<file path="src/rtl/moving_average_speed_scaler_core_defines.svh">
// ----------------------------------------------------------------------------
// moving average speed scaler assertion macros
// concurrent assertion helpers clocked on i_clk, reset on i_rst_n
// ----------------------------------------------------------------------------
`ifndef MOVING_AVERAGE_SPEED_SCALER_CORE_DEFINES_SVH
`define MOVING_AVERAGE_SPEED_SCALER_CORE_DEFINES_SVH

`ifndef NO_ASSERTIONS
// property checked outside reset
`define MASS_ASSERT(lbl, prop, msg) \
    lbl: assert property (@(posedge i_clk) disable iff (!i_rst_n) (prop)) else $error(msg);
// implication checked outside reset
`define MASS_ASSERT_IMPL(lbl, ante, cons, msg) \
    lbl: assert property (@(posedge i_clk) disable iff (!i_rst_n) (ante) |=> (cons)) \
        else $error(msg);
`else
`define MASS_ASSERT(lbl, prop, msg)
`define MASS_ASSERT_IMPL(lbl, ante, cons, msg)
`endif

`endif

</file>
<file path="src/rtl/mass_pkg.sv">
// ----------------------------------------------------------------------------
// mass_pkg
// shared types and constants of the moving average speed scaler
// ----------------------------------------------------------------------------
package mass_pkg;

    localparam int unsigned SAMPLE_W        = 12;
    localparam int unsigned SPEED_W         = 16;
    localparam int unsigned PROD_W          = SAMPLE_W + SPEED_W;
    localparam int unsigned FULL_SCALE      = 4095;
    localparam logic [SPEED_W-1:0] MAX_SPEED_RESET = 16'd6000;

    typedef enum logic [2:0] {
        S_IDLE,
        S_UPDATE,
        S_DIV,
        S_MUL,
        S_SCALE
    } t_state;

endpackage

</file>
<file path="src/rtl/moving_average_speed_scaler_core.sv">
// ----------------------------------------------------------------------------
// moving_average_speed_scaler_core
// moving average with warm-up over 12-bit samples, scaled to a speed value
// ----------------------------------------------------------------------------
//  channel   direction  handshake               payload
//  sample    in         i_valid / o_ready       i_sample[11:0]
//  result    out        o_valid / i_ready       o_average[11:0], o_speed[15:0]
//  config    in         i_cfg_valid / o_cfg_ready  i_cfg_max_speed[15:0]
//
//  path from input beat to result valid: sum update and ring write, 12 restoring
//  divider steps (sum / fill count), multiply, folded divide by 4095
//  one item in flight; the next sample beat is taken only once the last item has left the scale step,
//  even while the result register still waits on i_ready
//  a result stalled on i_ready holds the next item in the scale step until it drains
//  sync active-low reset clears index, fill and sum, sets max_speed to 6000; ring not cleared
// ----------------------------------------------------------------------------
`include "moving_average_speed_scaler_core_defines.svh"

module moving_average_speed_scaler_core #(
    parameter int unsigned WINDOW = 30
) (
    input  logic                          i_clk,
    input  logic                          i_rst_n,
    // sample channel
    input  logic                          i_valid,
    output logic                          o_ready,
    input  logic [mass_pkg::SAMPLE_W-1:0] i_sample,
    // result channel
    output logic                          o_valid,
    input  logic                          i_ready,
    output logic [mass_pkg::SAMPLE_W-1:0] o_average,
    output logic [mass_pkg::SPEED_W-1:0]  o_speed,
    // config channel
    input  logic                          i_cfg_valid,
    output logic                          o_cfg_ready,
    input  logic [mass_pkg::SPEED_W-1:0]  i_cfg_max_speed
);

    localparam int unsigned QW     = mass_pkg::SAMPLE_W;
    localparam int unsigned IDX_W  = (WINDOW > 1) ? $clog2(WINDOW) : 1;
    localparam int unsigned CNT_W  = $clog2(WINDOW + 1);
    localparam int unsigned SUM_W  = $clog2(mass_pkg::FULL_SCALE * WINDOW + 1);
    // divisor shifted by the quotient width always covers the sum
    localparam int unsigned CMP_W  = CNT_W + QW;
    localparam int unsigned STEP_W = $clog2(QW);
    localparam int unsigned PW     = mass_pkg::PROD_W;
    localparam int unsigned SW     = mass_pkg::SPEED_W;

    // state and control
    mass_pkg::t_state r_state, n_state;
    logic [IDX_W-1:0]  r_wr_idx;
    logic [CNT_W-1:0]  r_fill;
    logic [SUM_W-1:0]  r_sum;
    logic [SW-1:0]     r_max_speed;
    logic [STEP_W-1:0] r_step;
    logic              r_out_valid;

    // datapath
    logic [QW-1:0]     r_sample;
    logic [QW-1:0]     r_rd_data;
    logic [SUM_W-1:0]  r_rem;
    logic [CMP_W-1:0]  r_div_sh;
    logic [QW-1:0]     r_quot;
    logic [PW-1:0]     r_prod;
    logic [QW-1:0]     r_average;
    logic [SW-1:0]     r_speed;

    // sample ring, one write and one registered read port
    logic [QW-1:0]     ring [WINDOW];

    logic              w_accept;
    logic              w_full;
    logic              w_out_free;
    logic [SUM_W-1:0]  w_sum_new;
    logic [CNT_W-1:0]  w_fill_new;
    logic [IDX_W-1:0]  w_idx_next;
    logic [CMP_W-1:0]  w_rem_ext;
    logic              w_ge;
    logic [SUM_W-1:0]  w_rem_sub;
    // divide by 4095 through 4096 = 4095 + 1 folding
    logic [SW-1:0]     w_hi;
    logic [SW:0]       w_fold1;
    logic [4:0]        w_hi2;
    logic [QW:0]       w_fold2;
    logic              w_corr;
    logic [SW-1:0]     w_quot_scale;

    assign w_accept   = i_valid && o_ready;
    assign w_full     = (r_fill == CNT_W'(WINDOW));
    assign w_out_free = !r_out_valid || i_ready;

    // running sum update: add new sample, drop oldest once the ring is full
    assign w_sum_new  = r_sum + SUM_W'(r_sample)
                      - (w_full ? SUM_W'(r_rd_data) : '0);
    assign w_fill_new = w_full ? r_fill : r_fill + CNT_W'(1);
    assign w_idx_next = (r_wr_idx == IDX_W'(WINDOW - 1)) ? '0 : r_wr_idx + IDX_W'(1);

    // one restoring divider step
    assign w_rem_ext  = CMP_W'(r_rem);
    assign w_ge       = (w_rem_ext >= r_div_sh);
    assign w_rem_sub  = SUM_W'(w_rem_ext - r_div_sh);

    // product = hi * 4096 + lo -> hi + (hi + lo) / 4095, folded once more
    assign w_hi         = r_prod[PW-1:QW];
    assign w_fold1      = (SW+1)'(w_hi) + (SW+1)'(r_prod[QW-1:0]);
    assign w_hi2        = w_fold1[SW:QW];
    assign w_fold2      = (QW+1)'(w_hi2) + (QW+1)'(w_fold1[QW-1:0]);
    assign w_corr       = (w_fold2 >= (QW+1)'(mass_pkg::FULL_SCALE));
    // never above max_speed, so it fits the speed width
    assign w_quot_scale = w_hi + SW'(w_hi2) + SW'(w_corr);

    // next state and handshake outputs
    always_comb begin
        n_state = r_state;
        o_ready = 1'b0;
        unique case (r_state)
            mass_pkg::S_IDLE: begin
                o_ready = 1'b1;
                if (i_valid) begin
                    n_state = mass_pkg::S_UPDATE;
                end
            end
            mass_pkg::S_UPDATE: begin
                n_state = mass_pkg::S_DIV;
            end
            mass_pkg::S_DIV: begin
                if (r_step == STEP_W'(QW - 1)) begin
                    n_state = mass_pkg::S_MUL;
                end
            end
            mass_pkg::S_MUL: begin
                n_state = mass_pkg::S_SCALE;
            end
            mass_pkg::S_SCALE: begin
                if (w_out_free) begin
                    n_state = mass_pkg::S_IDLE;
                end
            end
            default: begin
                n_state = mass_pkg::S_IDLE;
            end
        endcase
    end

    always_ff @(posedge i_clk) begin
        if (!i_rst_n) begin
            r_state <= mass_pkg::S_IDLE;
        end else begin
            r_state <= n_state;
        end
    end

    // ring memory: read oldest slot at the input beat, overwrite it with the new sample next cycle
    always_ff @(posedge i_clk) begin
        if (w_accept) begin
            r_rd_data <= ring[r_wr_idx];
        end
        if (r_state == mass_pkg::S_UPDATE) begin
            ring[r_wr_idx] <= r_sample;
        end
    end

    // control state
    always_ff @(posedge i_clk) begin
        if (!i_rst_n) begin
            r_wr_idx    <= '0;
            r_fill      <= '0;
            r_sum       <= '0;
            r_max_speed <= mass_pkg::MAX_SPEED_RESET;
            r_step      <= '0;
            r_out_valid <= 1'b0;
        end else begin
            if (i_cfg_valid) begin
                r_max_speed <= i_cfg_max_speed;
            end
            if (r_state == mass_pkg::S_UPDATE) begin
                r_wr_idx <= w_idx_next;
                r_fill   <= w_fill_new;
                r_sum    <= w_sum_new;
                r_step   <= '0;
            end else if (r_state == mass_pkg::S_DIV) begin
                r_step <= r_step + STEP_W'(1);
            end
            if (r_state == mass_pkg::S_SCALE && w_out_free) begin
                r_out_valid <= 1'b1;
            end else if (i_ready) begin
                r_out_valid <= 1'b0;
            end
        end
    end

    // datapath registers
    always_ff @(posedge i_clk) begin
        if (w_accept) begin
            r_sample <= i_sample;
        end
        unique case (r_state)
            mass_pkg::S_UPDATE: begin
                r_rem    <= w_sum_new;
                r_div_sh <= CMP_W'(w_fill_new) << (QW - 1);
            end
            mass_pkg::S_DIV: begin
                r_quot   <= {r_quot[QW-2:0], w_ge};
                r_div_sh <= r_div_sh >> 1;
                if (w_ge) begin
                    r_rem <= w_rem_sub;
                end
            end
            mass_pkg::S_MUL: begin
                r_prod <= PW'(r_quot) * PW'(r_max_speed);
            end
            mass_pkg::S_SCALE: begin
                if (w_out_free) begin
                    r_average <= r_quot;
                    r_speed   <= w_quot_scale;
                end
            end
            default: begin
            end
        endcase
    end

    assign o_valid     = r_out_valid;
    assign o_average   = r_average;
    assign o_speed     = r_speed;
    assign o_cfg_ready = 1'b1;

    // checks
    `MASS_ASSERT(a_fill_in_range, r_fill <= CNT_W'(WINDOW), "fill count beyond window")
    `MASS_ASSERT(a_idx_in_range, r_wr_idx <= IDX_W'(WINDOW - 1), "write index beyond ring")
    `MASS_ASSERT(a_div_nonzero, (r_state != mass_pkg::S_DIV) || (r_fill != '0), "zero divisor")
    `MASS_ASSERT_IMPL(a_accept_update, w_accept, r_state == mass_pkg::S_UPDATE, "no update")
    `MASS_ASSERT_IMPL(a_scale_load, (r_state == mass_pkg::S_SCALE) && w_out_free, o_valid, "no result")

endmodule
</file>
<file path="config.mk">
export PLATFORM = sky130hd
export DESIGN_NAME = moving_average_speed_scaler_core
export DESIGN_NICKNAME = d
export VERILOG_FILES = /design/src/rtl/mass_pkg.sv /design/src/rtl/moving_average_speed_scaler_core.sv
export VERILOG_INCLUDE_DIRS = /design/src /design/src/rtl
export SDC_FILE = /design/constraint.sdc
export NUM_CORES = 1
export LEC_CHECK = 0
export BUFFER_PORTS_ARGS = -buffer_cell sky130_fd_sc_hd__buf_2
export CAP_MARGIN = 25
export CORE_MARGIN = 2
export CORE_UTILIZATION = 40
export CTS_CLUSTER_SIZE = 25
export DETAILED_ROUTE_END_ITERATION = 7
export HOLD_SLACK_MARGIN = 0.12
export PLACE_DENSITY_LB_ADDON = 0.25
export SLEW_MARGIN = 10
export SYNTH_ARGS = -nofsm -noshare
export SYNTH_HDL_FRONTEND = slang
export SYNTH_SLANG_ARGS = --single-unit
</file>
<file path="constraint.sdc">
create_clock -name i_clk -period 9.3 [get_ports i_clk]
set_input_delay 0.93 -clock i_clk [delete_from_list [all_inputs] [get_ports i_clk]]
set_output_delay 0.93 -clock i_clk [all_outputs]
set_load 0.005 [all_outputs]
</file>
==> results.py <==
metrics = {
    "worst_hold_path": {
        "hold_end": "r_sample[2]",
        "whs_path_depth": 1,
        "hp-class": "in2reg",
        "min_from": "i_sample[2]",
    },
    "sta": {
        "maxSlewViolCount": 0,
        "worst_clock_skew_ps": 71.2,
        "tightest_slew_ps": 1030,
        "slew_headroom": 0.311,
        "fmax_mhz": 170,
        "setup_viol": 0,
        "fin_crit_ps": 5880,
        "rsz0062_at_grt": "no",
        "tns_ps": 0,
        "finalHoldViolCount": 0,
        "fin_ws_ps": 3420,
        "period_share": 0.632,
    },
    "power_and_ir_drop": {
        "pwr_density_cell_nw_per_um2": 245,
        "total_power_mw": 7.95,
        "p_leak_nw": 12.2,
        "peakVddDrop_uv": 214,
    },
    "cts": {
        "clock-root-buffer": "clkbuf_16",
        "numCtsBuffers": 58,
        "htree_num_levels": 2,
        "post_cts_buffers": 0,
        "cts_hold_buf": 0,
        "clockBufferDepth": 3,
        "clock-sinks": 536,
        "path_clk_slew_ps": 70,
        "tritoncts": "yes",
        "clock_latency_ps": 670,
        "cts_resized": 0,
    },
    "critical_path": {
        "critPathCaptureType": "flop",
        "crit_fanout": 18,
        "cp.required_ps": 9650,
        "crit_chain": "nand2_1 -> fa_1 -> fa_1 -> inv_1 -> fa_1 -> inv_1 -> fa_1 -> inv_1 -> fa_1 -> ha_1 -> a211oi_1 -> nor2_1 -> nor2_1 -> a21oi_1 -> o41ai_4 -> o211ai_1 -> a21oi_2 -> nor3_1 -> a311o_1",
        "r2r_slack_ps": 3420,
        "crit_arrival_ps": 6230,
        "crit_slowest_cell": "edfxtp_1",
        "r2r_end": "r_prod[26]",
        "path_delay_family": "adder cells",
        "max_stage_delay_ps": 760,
        "cp_common_cell": "fa_1",
        "criticalPathCategory": "reg2reg",
        "r2r_cells": 19,
        "cp-start-kind": "flop",
        "reg2reg_from": "r_quot[3]",
        "path_buf_inv": 3,
    },
    "cells_and_area": {
        "n_antenna_cell": 0,
        "fill_cells": 6384,
        "drive_gt1_frac": 0.141,
        "nNetsFinal": 2549,
        "multiInputGateArea_sq_um": 12000,
        "layout.area.seq_sq_um": 15600,
        "syn2layout_area_growth_pct": 12.9,
        "final_cell_count_no_fill": 3233,
    },
    "floorplan": {
        "ios": 64,
        "num_rows": 98,
        "start_util": 0.403,
        "die-area_sq_um": 74000,
        "die_y_um": 272,
        "die_width_um": 272,
        "fp.coreArea_sq_um": 71400,
    },
    "routing": {
        "drtIter0Drc": 1497,
        "viasPerCell": 5.25,
        "vias": 16960,
        "drcViolationCount": 0,
        "drt_first_pass_iters": 5,
        "routed_wl_mm": 65.2,
        "drtAntennaViolNets": 0,
        "wl_per_cell_um": 20.2,
    },
    "placed_design": {
        "gp_congestion": 0.853,
        "placed_cells_incl_taps": 3123,
        "port_buffers": 62,
        "dp_slack_ps": 3460,
        "place.detailed.hpwl_mm": 44.6,
    },
    "synthesis": {
        "avgSynthCellArea_sq_um": 13.4,
        "synth_top_area_cell": "edfxtp_1",
        "ys_warn_count": 0,
        "syn_area_sq_um": 28800,
        "ys_ff_latch": 536,
        "yosysMostFrequentCell": "edfxtp_1",
        "async_flop_share": 0,
        "ys.flop_type": "edfxtp_1",
        "synth_top_area_share": 0.506,
        "synthDistinctLibCells": 79,
        "syn_nets": 2454,
        "yosysSeqAreaShare": 0.542,
        "synth-edff-count": 485,
        "synth_common_cells": "485 x edfxtp_1, 236 x inv_1, 229 x nand2_1",
        "syn_inst": 2139,
        "synthTopCellsByArea": "edfxtp_1 51%, fa_1 11%, mux4_2 6.6%, ha_1 5.5%, dfxtp_1 3.6%",
    },
    "run_status": {
        "status": "complete, no violations",
    },
    "global_routing": {
        "grt_pass1_wl_mm": 102,
        "antenna_found_initial": 0,
        "grt.total_usage": 0.178,
        "grt_remaining_overflow": 0,
        "grt_max_degree": 54,
        "grt_pass1_vias": 17628,
    },
    "run": {
        "drv_cap": 0,
    },
}
-- cell families (layout without fill, tap and decap cells) --
family                     after synthesis  count (layout)  share of synthesized area
DFF                                    536             536                      0.542
and+or+nand+nor                        526             526                     0.0838
buffers and inverters                  318             462                     0.0421
adders and majority gates              282             282                      0.163
AOI/OAI and AO/OA                      269             269                     0.0635
muxes                                  124             124                     0.0798
xor gates and xnor gates                83              83                     0.0255
other                                    1               1                   0.000130
-- power by group --
part           internal, mW  total [mW]  switching (mW)
registers              2.85        2.92          0.0776
clock network          1.47        2.48            1.01
logic                  1.11        2.55            1.44
-- per-layer routing --
metal / GRT usage / wire [um]
met5: 0 / 0
met4: 0.0669 / 2230
met3: 0.0362 / 3950
met2: 0.286 / 30900
met1: 0.238 / 28100
-- worst max-delay path by stage --
stage	start	endpoint	slack, ps	depth (start not counted)
6_report	r_quot[3]	r_prod[26]	3420	19
5_1_grt	r_quot[3]	r_prod[26]	3010	19
4_1_cts	r_quot[6]	r_prod[26]	3420	18
3_5_place_dp	r_quot[6]	r_prod[26]	3460	18
3_3_place_gp	r_quot[7]	r_prod[26]	3550	18
2_1_floorplan	r_quot[3]	r_prod[26]	3890	20
-- layout by cell type, fill, tap and decap left out, types with 6 or more instances in the layout --
cell type   count
a211oi_1       15
a21o_1         15
a21oi_1        76
a22oi_1        26
a31oi_1         7
and2_1         71
and3_1          6
buf_2          62
buf_4          46
bufinv_16      10
clkbuf_16      59
clkinv_1        8
clkinv_2       16
clkinvlp_4      7
dfxtp_1        49
edfxtp_1      485
fa_1          155
ha_1          127
inv_1         236
mux2i_1        39
mux4_2         84
nand2_1       229
nand2b_1       15
nand3_1        13
nand4_1        13
nor2_1        122
nor2b_1        15
nor3_1         12
o2111ai_1      10
o21a_1         14
o21ai_0        46
o31a_1          6
or3_1           9
xnor2_1        53
xor2_1         29
-- state kept, by name (all words and copies together), names as in the netlist --
register and cells:
o_average 12, r_quot 12, r_rd_data 12, r_sample 12
ring 360, o_speed 16, r_prod 28, o_valid 1
r_div_sh 16, r_state 3, r_max_speed 16, r_fill 5
r_step 4, r_wr_idx 5, r_sum 17, r_rem 17
-- stage by stage --
step | cell area [sq um] | hold WS [ps] | util
floorplan | 28800 | 436 | -
global placement | 30300 | 446 | 0.424
detailed placement | 30400 | 451 | 0.425
CTS | 32400 | 406 | 0.455
global route | 32500 | 409 | 0.455
finish | 32500 | 438 | 0.455
-- cell type report --
class / instances / share of cell area
clock buffer: 66 / 0.0469
clock inverter: 43 / 0.0174
inverter: 239 / 0.0276
multi-input combinational: 1285 / 0.369
sequential: 536 / 0.480
tap: 950 / 0.0366
timing repair buffer: 114 / 0.0224
No activity file was read; power rests on OpenSTA's default activity.
